`src/vlfp_pkg.sv`:
```
// shared types and constants for the varint length frame parser
package vlfp_pkg;

  localparam int unsigned GROUP_BITS = 7;
  localparam int unsigned CONT_BIT = 7;
  localparam int unsigned CFG_W = 32;
  localparam int unsigned DECL_W = 32;
  localparam logic [CFG_W-1:0] MAX_PAYLOAD_RESET = 32'd65536;

  typedef enum logic [1:0] {
    KIND_PAYLOAD = 2'd0,
    KIND_EMPTY   = 2'd1,
    KIND_DROPPED = 2'd2,
    KIND_POISON  = 2'd3
  } kind_e;

  typedef struct packed {
    kind_e             kind;
    logic [7:0]        frame_type;
    logic [7:0]        payload_byte;
    logic              last;
    logic [DECL_W-1:0] declared_length;
  } res_t;

endpackage

```
`src/vlfp_byte_if.sv`:
```
// input byte channel
interface vlfp_byte_if;
  logic       valid;
  logic       ready;
  logic [7:0] data_byte;

  modport source (output valid, output data_byte, input ready);
  modport sink (input valid, input data_byte, output ready);
endinterface

```
`src/vlfp_res_if.sv`:
```
// result channel
interface vlfp_res_if;
  logic        valid;
  logic        ready;
  logic [1:0]  kind;
  logic [7:0]  frame_type;
  logic [7:0]  payload_byte;
  logic        last;
  logic [31:0] declared_length;

  modport source (output valid, output kind, output frame_type, output payload_byte,
                  output last, output declared_length, input ready);
  modport sink (input valid, input kind, input frame_type, input payload_byte,
                input last, input declared_length, output ready);
endinterface

```
`src/vlfp_parser.sv`:
```
// frame header parser and payload tracker, one byte per cycle while accept_i is high
module vlfp_parser #(
  parameter int unsigned LENGTH_BITS      = 32,
  parameter int unsigned MAX_LENGTH_BYTES = 5
) (
  input  logic                      clk_i,
  input  logic                      rst_ni,
  input  logic                      accept_i,
  input  logic [7:0]                data_byte_i,
  input  logic [vlfp_pkg::CFG_W-1:0] max_payload_i,
  output logic                      res_valid_o,
  output vlfp_pkg::res_t            res_o
);
  import vlfp_pkg::*;

  localparam int unsigned SEEN_W = $clog2(MAX_LENGTH_BYTES + 1);
  localparam int unsigned SH_W   = $clog2(GROUP_BITS * MAX_LENGTH_BYTES);
  localparam int unsigned WIDE_W = LENGTH_BITS + GROUP_BITS * MAX_LENGTH_BYTES;
  localparam int unsigned CMP_W  = (LENGTH_BITS > CFG_W) ? LENGTH_BITS : CFG_W;

  typedef enum logic [2:0] {
    PH_TYPE    = 3'd0,
    PH_LEN     = 3'd1,
    PH_PAYLOAD = 3'd2,
    PH_SKIP    = 3'd3,
    PH_POISON  = 3'd4
  } phase_e;

  phase_e                 phase_q, phase_d;
  logic [7:0]             type_q, type_d;
  logic [LENGTH_BITS-1:0] acc_q, acc_d;
  logic [SEEN_W-1:0]      seen_q, seen_d;
  logic [LENGTH_BITS-1:0] rem_q, rem_d;

  logic [SH_W-1:0]        shift;
  logic [WIDE_W-1:0]      chunk_wide;
  logic                   overflow;
  logic [LENGTH_BITS-1:0] acc_or;
  logic [SEEN_W-1:0]      seen_inc;
  logic [LENGTH_BITS-1:0] rem_dec;

  assign shift      = SH_W'(seen_q * GROUP_BITS);
  assign chunk_wide = WIDE_W'(data_byte_i[GROUP_BITS-1:0]) << shift;
  assign overflow   = |chunk_wide[WIDE_W-1:LENGTH_BITS];
  assign acc_or     = acc_q | chunk_wide[LENGTH_BITS-1:0];
  assign seen_inc   = seen_q + SEEN_W'(1);
  assign rem_dec    = rem_q - LENGTH_BITS'(1);

  always_comb begin
    phase_d     = phase_q;
    type_d      = type_q;
    acc_d       = acc_q;
    seen_d      = seen_q;
    rem_d       = rem_q;
    res_valid_o = 1'b0;
    res_o.kind            = KIND_PAYLOAD;
    res_o.frame_type      = type_q;
    res_o.payload_byte    = 8'd0;
    res_o.last            = 1'b1;
    res_o.declared_length = DECL_W'(acc_q);
    if (accept_i) begin
      case (phase_q)
        PH_TYPE: begin
          type_d  = data_byte_i;
          acc_d   = '0;
          seen_d  = '0;
          phase_d = PH_LEN;
        end
        PH_LEN: begin
          if (overflow) begin
            phase_d     = PH_POISON;
            res_valid_o = 1'b1;
            res_o.kind  = KIND_POISON;
          end else begin
            acc_d  = acc_or;
            seen_d = seen_inc;
            res_o.declared_length = DECL_W'(acc_or);
            if (data_byte_i[CONT_BIT]) begin
              if (32'(seen_inc) >= MAX_LENGTH_BYTES) begin
                phase_d     = PH_POISON;
                res_valid_o = 1'b1;
                res_o.kind  = KIND_POISON;
              end
            end else if (CMP_W'(acc_or) > CMP_W'(max_payload_i)) begin
              rem_d       = acc_or;
              phase_d     = PH_SKIP;
              res_valid_o = 1'b1;
              res_o.kind  = KIND_DROPPED;
            end else if (acc_or == '0) begin
              phase_d     = PH_TYPE;
              res_valid_o = 1'b1;
              res_o.kind  = KIND_EMPTY;
            end else begin
              rem_d   = acc_or;
              phase_d = PH_PAYLOAD;
            end
          end
        end
        PH_PAYLOAD: begin
          rem_d              = rem_dec;
          res_valid_o        = 1'b1;
          res_o.payload_byte = data_byte_i;
          res_o.last         = (rem_dec == '0);
          if (rem_dec == '0) begin
            phase_d = PH_TYPE;
          end
        end
        PH_SKIP: begin
          rem_d = rem_dec;
          if (rem_dec == '0) begin
            phase_d = PH_TYPE;
          end
        end
        default: begin
          phase_d = phase_q;
        end
      endcase
    end
  end

  always_ff @(posedge clk_i or negedge rst_ni) begin
    if (!rst_ni) begin
      phase_q <= PH_TYPE;
      type_q  <= '0;
      acc_q   <= '0;
      seen_q  <= '0;
      rem_q   <= '0;
    end else begin
      phase_q <= phase_d;
      type_q  <= type_d;
      acc_q   <= acc_d;
      seen_q  <= seen_d;
      rem_q   <= rem_d;
    end
  end

  // poisoned stream holds until reset
  assert property (@(posedge clk_i) disable iff (!rst_ni)
    phase_q == PH_POISON |=> phase_q == PH_POISON)
    else $error("poison state left without reset");

  // every accepted payload byte yields a payload result
  assert property (@(posedge clk_i) disable iff (!rst_ni)
    accept_i && phase_q == PH_PAYLOAD |-> res_valid_o && res_o.kind == KIND_PAYLOAD)
    else $error("payload byte without result");

  // non-payload results always close a frame
  assert property (@(posedge clk_i) disable iff (!rst_ni)
    res_valid_o && res_o.kind != KIND_PAYLOAD |-> res_o.last)
    else $error("status result without last");

  // byte counter never runs dry inside a payload or skip
  assert property (@(posedge clk_i) disable iff (!rst_ni)
    phase_q == PH_PAYLOAD || phase_q == PH_SKIP |-> rem_q != '0)
    else $error("remaining count zero in body phase");

endmodule

```
`src/vlfp_out_buf.sv`:
```
// two-entry result buffer decoupling the parser from the result channel
module vlfp_out_buf (
  input  logic           clk_i,
  input  logic           rst_ni,
  input  logic           push_i,
  input  vlfp_pkg::res_t push_data_i,
  output logic           space_o,
  output logic           valid_o,
  input  logic           ready_i,
  output vlfp_pkg::res_t data_o
);
  import vlfp_pkg::*;

  localparam int unsigned DEPTH = 2;
  localparam int unsigned CNT_W = $clog2(DEPTH + 1);

  res_t             mem_q [DEPTH];
  logic [CNT_W-1:0] count_q, count_d;
  logic             rd_ptr_q, wr_ptr_q;
  logic             pop;

  assign space_o = (count_q != CNT_W'(DEPTH));
  assign valid_o = (count_q != '0);
  assign data_o  = mem_q[rd_ptr_q];
  assign pop     = valid_o && ready_i;

  always_comb begin
    count_d = count_q;
    if (push_i && !pop) begin
      count_d = count_q + CNT_W'(1);
    end else if (pop && !push_i) begin
      count_d = count_q - CNT_W'(1);
    end
  end

  always_ff @(posedge clk_i or negedge rst_ni) begin
    if (!rst_ni) begin
      count_q  <= '0;
      rd_ptr_q <= 1'b0;
      wr_ptr_q <= 1'b0;
    end else begin
      count_q <= count_d;
      if (push_i) begin
        wr_ptr_q <= ~wr_ptr_q;
      end
      if (pop) begin
        rd_ptr_q <= ~rd_ptr_q;
      end
    end
  end

  always_ff @(posedge clk_i) begin
    if (push_i) begin
      mem_q[wr_ptr_q] <= push_data_i;
    end
  end

endmodule

```
`src/varint_length_frame_parser.sv`:
```
// top level: type / varint length / payload deframer
//
//  channel  dir  handshake      payload
//  byte_i   in   valid/ready    data_byte[7:0]
//  res_o    out  valid/ready    kind, frame_type, payload_byte, last, declared_length
//  cfg      in   cfg_we_i       cfg_wdata_i -> max_payload
//
// one byte per cycle while byte_i.ready is high; a byte's result enters the
// two-entry result buffer at the edge that takes the byte and, if the buffer is
// empty, shows on res_o from the next cycle; byte_i.ready drops only while the
// result buffer holds two results; reset clears parser state and the buffer
// and sets max_payload to 65536
module varint_length_frame_parser #(
  parameter int unsigned LENGTH_BITS      = 32,
  parameter int unsigned MAX_LENGTH_BYTES = 5
) (
  input  logic                       clk_i,
  input  logic                       rst_ni,
  input  logic                       cfg_we_i,
  input  logic [vlfp_pkg::CFG_W-1:0] cfg_wdata_i,
  vlfp_byte_if.sink                  byte_i,
  vlfp_res_if.source                 res_o
);
  import vlfp_pkg::*;

  logic [CFG_W-1:0] max_payload_q;
  logic             accept;
  logic             space;
  logic             res_valid;
  res_t             res;
  res_t             buf_data;

  assign byte_i.ready = space;
  assign accept       = byte_i.valid && space;

  always_ff @(posedge clk_i or negedge rst_ni) begin
    if (!rst_ni) begin
      max_payload_q <= MAX_PAYLOAD_RESET;
    end else if (cfg_we_i) begin
      max_payload_q <= cfg_wdata_i;
    end
  end

  vlfp_parser #(
    .LENGTH_BITS      (LENGTH_BITS),
    .MAX_LENGTH_BYTES (MAX_LENGTH_BYTES)
  ) u_parser (
    .clk_i         (clk_i),
    .rst_ni        (rst_ni),
    .accept_i      (accept),
    .data_byte_i   (byte_i.data_byte),
    .max_payload_i (max_payload_q),
    .res_valid_o   (res_valid),
    .res_o         (res)
  );

  vlfp_out_buf u_out_buf (
    .clk_i       (clk_i),
    .rst_ni      (rst_ni),
    .push_i      (res_valid),
    .push_data_i (res),
    .space_o     (space),
    .valid_o     (res_o.valid),
    .ready_i     (res_o.ready),
    .data_o      (buf_data)
  );

  assign res_o.kind            = buf_data.kind;
  assign res_o.frame_type      = buf_data.frame_type;
  assign res_o.payload_byte    = buf_data.payload_byte;
  assign res_o.last            = buf_data.last;
  assign res_o.declared_length = buf_data.declared_length;

endmodule
```
`src/flat_wrapper.sv`:
```
// flat-port wrapper written by rule: the top's interface ports become plain ports
module varint_length_frame_parser_flat import vlfp_pkg::*;
#(
  parameter int unsigned LENGTH_BITS      = 32,
  parameter int unsigned MAX_LENGTH_BYTES = 5
)
  (clk_i, rst_ni, cfg_we_i, cfg_wdata_i, byte_i_valid, byte_i_data_byte, byte_i_ready, res_o_valid, res_o_kind, res_o_frame_type, res_o_payload_byte, res_o_last, res_o_declared_length, res_o_ready);
  vlfp_byte_if byte_i_i ();
  vlfp_res_if res_o_i ();
  input  logic clk_i;
  input  logic rst_ni;
  input  logic cfg_we_i;
  input  logic [vlfp_pkg::CFG_W-1:0] cfg_wdata_i;
  input wire logic [$bits(byte_i_i.valid)-1:0] byte_i_valid;
  input wire logic [$bits(byte_i_i.data_byte)-1:0] byte_i_data_byte;
  output wire logic [$bits(byte_i_i.ready)-1:0] byte_i_ready;
  output wire logic [$bits(res_o_i.valid)-1:0] res_o_valid;
  output wire logic [$bits(res_o_i.kind)-1:0] res_o_kind;
  output wire logic [$bits(res_o_i.frame_type)-1:0] res_o_frame_type;
  output wire logic [$bits(res_o_i.payload_byte)-1:0] res_o_payload_byte;
  output wire logic [$bits(res_o_i.last)-1:0] res_o_last;
  output wire logic [$bits(res_o_i.declared_length)-1:0] res_o_declared_length;
  input wire logic [$bits(res_o_i.ready)-1:0] res_o_ready;
  assign byte_i_i.valid = byte_i_valid;
  assign byte_i_i.data_byte = byte_i_data_byte;
  assign byte_i_ready = byte_i_i.ready;
  assign res_o_valid = res_o_i.valid;
  assign res_o_kind = res_o_i.kind;
  assign res_o_frame_type = res_o_i.frame_type;
  assign res_o_payload_byte = res_o_i.payload_byte;
  assign res_o_last = res_o_i.last;
  assign res_o_declared_length = res_o_i.declared_length;
  assign res_o_i.ready = res_o_ready;
  varint_length_frame_parser #(.LENGTH_BITS(LENGTH_BITS), .MAX_LENGTH_BYTES(MAX_LENGTH_BYTES)) u_core (.clk_i(clk_i), .rst_ni(rst_ni), .cfg_we_i(cfg_we_i), .cfg_wdata_i(cfg_wdata_i), .byte_i(byte_i_i), .res_o(res_o_i));
endmodule
```
`config.mk`:
```
export PLATFORM = sky130hd
export DESIGN_NAME = varint_length_frame_parser_flat
export DESIGN_NICKNAME = d
export VERILOG_FILES = /design/src/vlfp_pkg.sv /design/src/vlfp_byte_if.sv /design/src/vlfp_res_if.sv /design/src/vlfp_parser.sv /design/src/vlfp_out_buf.sv /design/src/varint_length_frame_parser.sv /design/src/flat_wrapper.sv
export SDC_FILE = /design/constraint.sdc
export NUM_CORES = 1
export LEC_CHECK = 0
export BUFFER_PORTS_ARGS = -buffer_cell sky130_fd_sc_hd__buf_2
export CAP_MARGIN = 20
export CORE_ASPECT_RATIO = 0.75
export CORE_MARGIN = 2
export CORE_UTILIZATION = 60
export CTS_CLUSTER_DIAMETER = 80
export DETAILED_ROUTE_END_ITERATION = 10
export GPL_TIMING_DRIVEN = 1
export PLACE_DENSITY_LB_ADDON = 0.1
export SETUP_SLACK_MARGIN = 0.4
export SKIP_LAST_GASP = 1
export SLEW_MARGIN = 10
export SYNTH_ARGS = -nofsm -noshare
export SYNTH_HDL_FRONTEND = slang
export SYNTH_SLANG_ARGS = --single-unit
```
`constraint.sdc`:
```
create_clock -name clk_i -period 10.15 [get_ports clk_i]
set_input_delay 0.5075 -clock clk_i [delete_from_list [all_inputs] [get_ports clk_i]]
set_output_delay 0.5075 -clock clk_i [all_outputs]
set_load 0.01 [all_outputs]
```
==> impl_metrics.env <==
export IMPL_cellLeakagePower_nw=5.30
export IMPL_netlist_instances=1044
export IMPL_antenna_found_initial=0
export IMPL_synth_top_area_share_pct=27.6
export IMPL_ant_nets=0
export IMPL_status="complete, no violations"
export IMPL_ys_types=68
export IMPL_drt_first_pass_iters=6
export IMPL_final_max_slew_viol_count=0
export IMPL_finalCritPeriodShare_pct=52.1
export IMPL_report_final_hold_viol_count=0
export IMPL_yosys_area_top_type="edfxtp_1"
export IMPL_tritoncts="yes"
export IMPL_clockBufferDepth=3
export IMPL_finish_instance_area_um2=12600
export IMPL_cts_root_buf="clkbuf_16"
export IMPL_final_common_cell="dfrtp_1"
export IMPL_final_cell_mix="dfrtp_1 (112), edfxtp_1 (102), buf_2 (96)"
export IMPL_gp_congestion=1.00
export IMPL_dp_hpwl_um=20200
export IMPL_cts_made_buffers=22
export IMPL_fin_cells=1384
export IMPL_post_cts_buffers=0
export IMPL_hold_worst_slack_ns=0.0476
export IMPL_grt_pass1_wl_um=44800
export IMPL_fmax_ghz=0.189
export IMPL_syn_nets=1126
export IMPL_htree_levels=1
export IMPL_netlist_top_cells_area="edfxtp_1 (28%), dfrtp_1 (25%), mux2_2 (6.3%)"
export IMPL_wl_met1_um=13000
export IMPL_maxSlewHeadroom_pct=34.1
export IMPL_synth_top_family_by_area="compound AO/OA/AOI/OAI gates"
export IMPL_io_buffers=97
export IMPL_avgViaCountPerCell=6.34
export IMPL_initial_core_util_pct=60.7
export IMPL_cp_start_kind="flip-flop"
export IMPL_grt_pass1_vias=7927
export IMPL_synth_compound_area_share_pct=16.0
export IMPL_grt_overflow=0
export IMPL_cap_violations=0
export IMPL_grt_max_degree=64
export IMPL_drt_iter0_markers=1008
export IMPL_fp_dieH_um=122
export IMPL_placed_cell_area_um2=11800
export IMPL_top_layer_used="met4"
export IMPL_timing_setup_tns_ns=0
export IMPL_synth_simple_area_share_pct=14.7
export IMPL_seq_area_frac_synth_pct=53.3
export IMPL_cellPowerDensity_nw_per_um2=259
export IMPL_dieArea_um2=19600
export IMPL_synth_adder_area_share_pct=4.17
export IMPL_total_power_w=0.00325
export IMPL_syn2layout_area_growth_pct=13.1
export IMPL_num_vias=8773
export IMPL_hold_class="input port to async pin"
export IMPL_tightest_slew_ns=0.964
export IMPL_syn_area_um2=11100
export IMPL_core_area_um2=18300
export IMPL_setup_viol=0
export IMPL_cts_resized=0
export IMPL_routed_wl_met3_um=2440
export IMPL_synth_edf_count=102
export IMPL_grt_usage_pct=29.5
export IMPL_arrival_ns=5.42
export IMPL_rsz0062_at_grt="no"
export IMPL_clkSinkCount=216
export IMPL_synth_xor_area_share_pct=0.631
export IMPL_cp_max_fo=47
export IMPL_routed_wl_um=28800
export IMPL_drc_errors=0
export IMPL_crit_path_end_kind="flip-flop"
export IMPL_yosys_most_used_dff="dfrtp_1"
export IMPL_clk_pin_slew_ns=0.07
export IMPL_async_reset_ff_share_pct=52.8
export IMPL_ctsHoldBuffers=0
export IMPL_postSynthRegisterBits=216
export IMPL_dp_cells=1344
export IMPL_wl_per_cell_um=20.8
export IMPL_rows=43
export IMPL_avgSynthCellArea_um2=10.6
export IMPL_drive_gt1_share_pct=20.7
export IMPL_worstSetupPathType="flip-flop to flip-flop"
export IMPL_required_ns=10.29
export IMPL_clock_skew_ns=0.0175
export IMPL_diodes=0
export IMPL_ir_worst_vdd_mv=0.194
export IMPL_worstSkewPairLatency_ns=0.52
export IMPL_muxShareOfSynthArea_pct=6.75
export IMPL_yosys_warnings=0
export IMPL_die_width_um=161
export IMPL_wl_met2_um=12700
export IMPL_ios=98
export IMPL_nNetsFinal=1203
export IMPL_fin_crit_ns=5.28
==> stage by stage <==
stage / utilization, % / setup slack (ns)
6_report: 68.7 / 4.87
5_1_grt: 68.7 / 4.54
4_1_cts: 68.7 / 5.00
3_5_place_dp: 64.6 / 5.04
3_3_place_gp: 64.6 / 5.20
2_1_floorplan: - / 2.87
==> registers in the layout (all words and copies together), names as in the netlist <==
name,cells
u_core.u_out_buf.mem_q,102
u_core.max_payload_q,32
u_core.u_parser.acc_q,32
u_core.u_parser.rem_q,32
u_core.u_parser.type_q,8
u_core.u_parser.phase_q,3
u_core.u_parser.seen_q,3
u_core.u_out_buf.count_q,2
u_core.u_out_buf.rd_ptr_q,1
u_core.u_out_buf.wr_ptr_q,1
==> per-layer routing <==
layer  vias up  track usage [%]
met5         -                0
met4         0             6.98
met3        49             4.56
met2       431             43.7
met1      4259             46.2
li1       4034                -
==> kinds of logic after synthesis <==
kind of cell,after synthesis
AOI/OAI and AO/OA,264
xor gates and xnor gates,8
adders and majority gates,37
buffers and inverters,128
DFF,216
muxes,67
and+or+nand+nor,324
==> power by group <==
| part | switching, W | internal, W |
|---|---|---|
| logic | 0.000774 | 0.000479 |
| registers | 0.000137 | 0.00104 |
| clock network | 0.000338 | 0.000487 |
| total | 0.00125 | 0.00200 |
==> worst max-delay path: stages, from the launching register on <==
cell	delay (ns)
dfrtp_1	0.69
nor3b_1	0.72
a21oi_1	0.32
inv_1	0.14
ha_1	0.14
nand4_1	0.17
or3_1	0.40
a21o_1	0.19
a311oi_1	0.33
a2bb2oi_2	0.17
buf_4	0.38
o21ai_0	0.34
a21oi_4	0.30
buf_4	0.55
==> layout make-up <==
type,instances,area (um^2)
inverters,70,263
well taps,247,309
multi-input cells,700,4740
repair buffers,111,593
clock inverters,13,163
flip-flops and latches,216,5920
clock buffers,27,579
fillers,1400,5730
==> final timing paths <==
check                                     startpoint                             to  slack, ns  cells past startpoint
max                        u_core.u_parser.seen_q[0]  u_core.u_out_buf.mem_q[0][15]       4.87                     13
min                                           rst_ni       u_core.u_parser.acc_q[3]       0.05                      1
max reg2reg                u_core.u_parser.seen_q[0]  u_core.u_out_buf.mem_q[0][15]       4.87                     13
min reg2reg                u_core.u_parser.type_q[7]  u_core.u_out_buf.mem_q[0][48]       0.46                      0
max in group asynchronous                     rst_ni      u_core.u_parser.rem_q[19]       8.80                      2
min in group clk_i                   cfg_wdata_i[22]       u_core.max_payload_q[22]       0.21                      3
==> Yosys cell counts, types with 6 or more instances <==
master and number:
buf_2 9, and2_1 7, nor2_1 91, mux2_2 62, nor3_1 42, inv_1 70
a21o_1 15, a22oi_1 6, nor2b_1 22, dfrtp_1 113, clkbuf_1 45, a2bb2oi_1 11
edfxtp_1 102, or2_2 6, o221ai_1 21, nand3_1 19, nand4_1 15, o21ai_0 66
or4_1 8, or3_1 10, a22o_1 8, ha_1 37, o21a_1 11, o2bb2ai_1 14
o211ai_1 7, a31oi_1 6, nand2_1 59, nor4_1 20, a21oi_1 64
(Power assumes the default switching activity.)
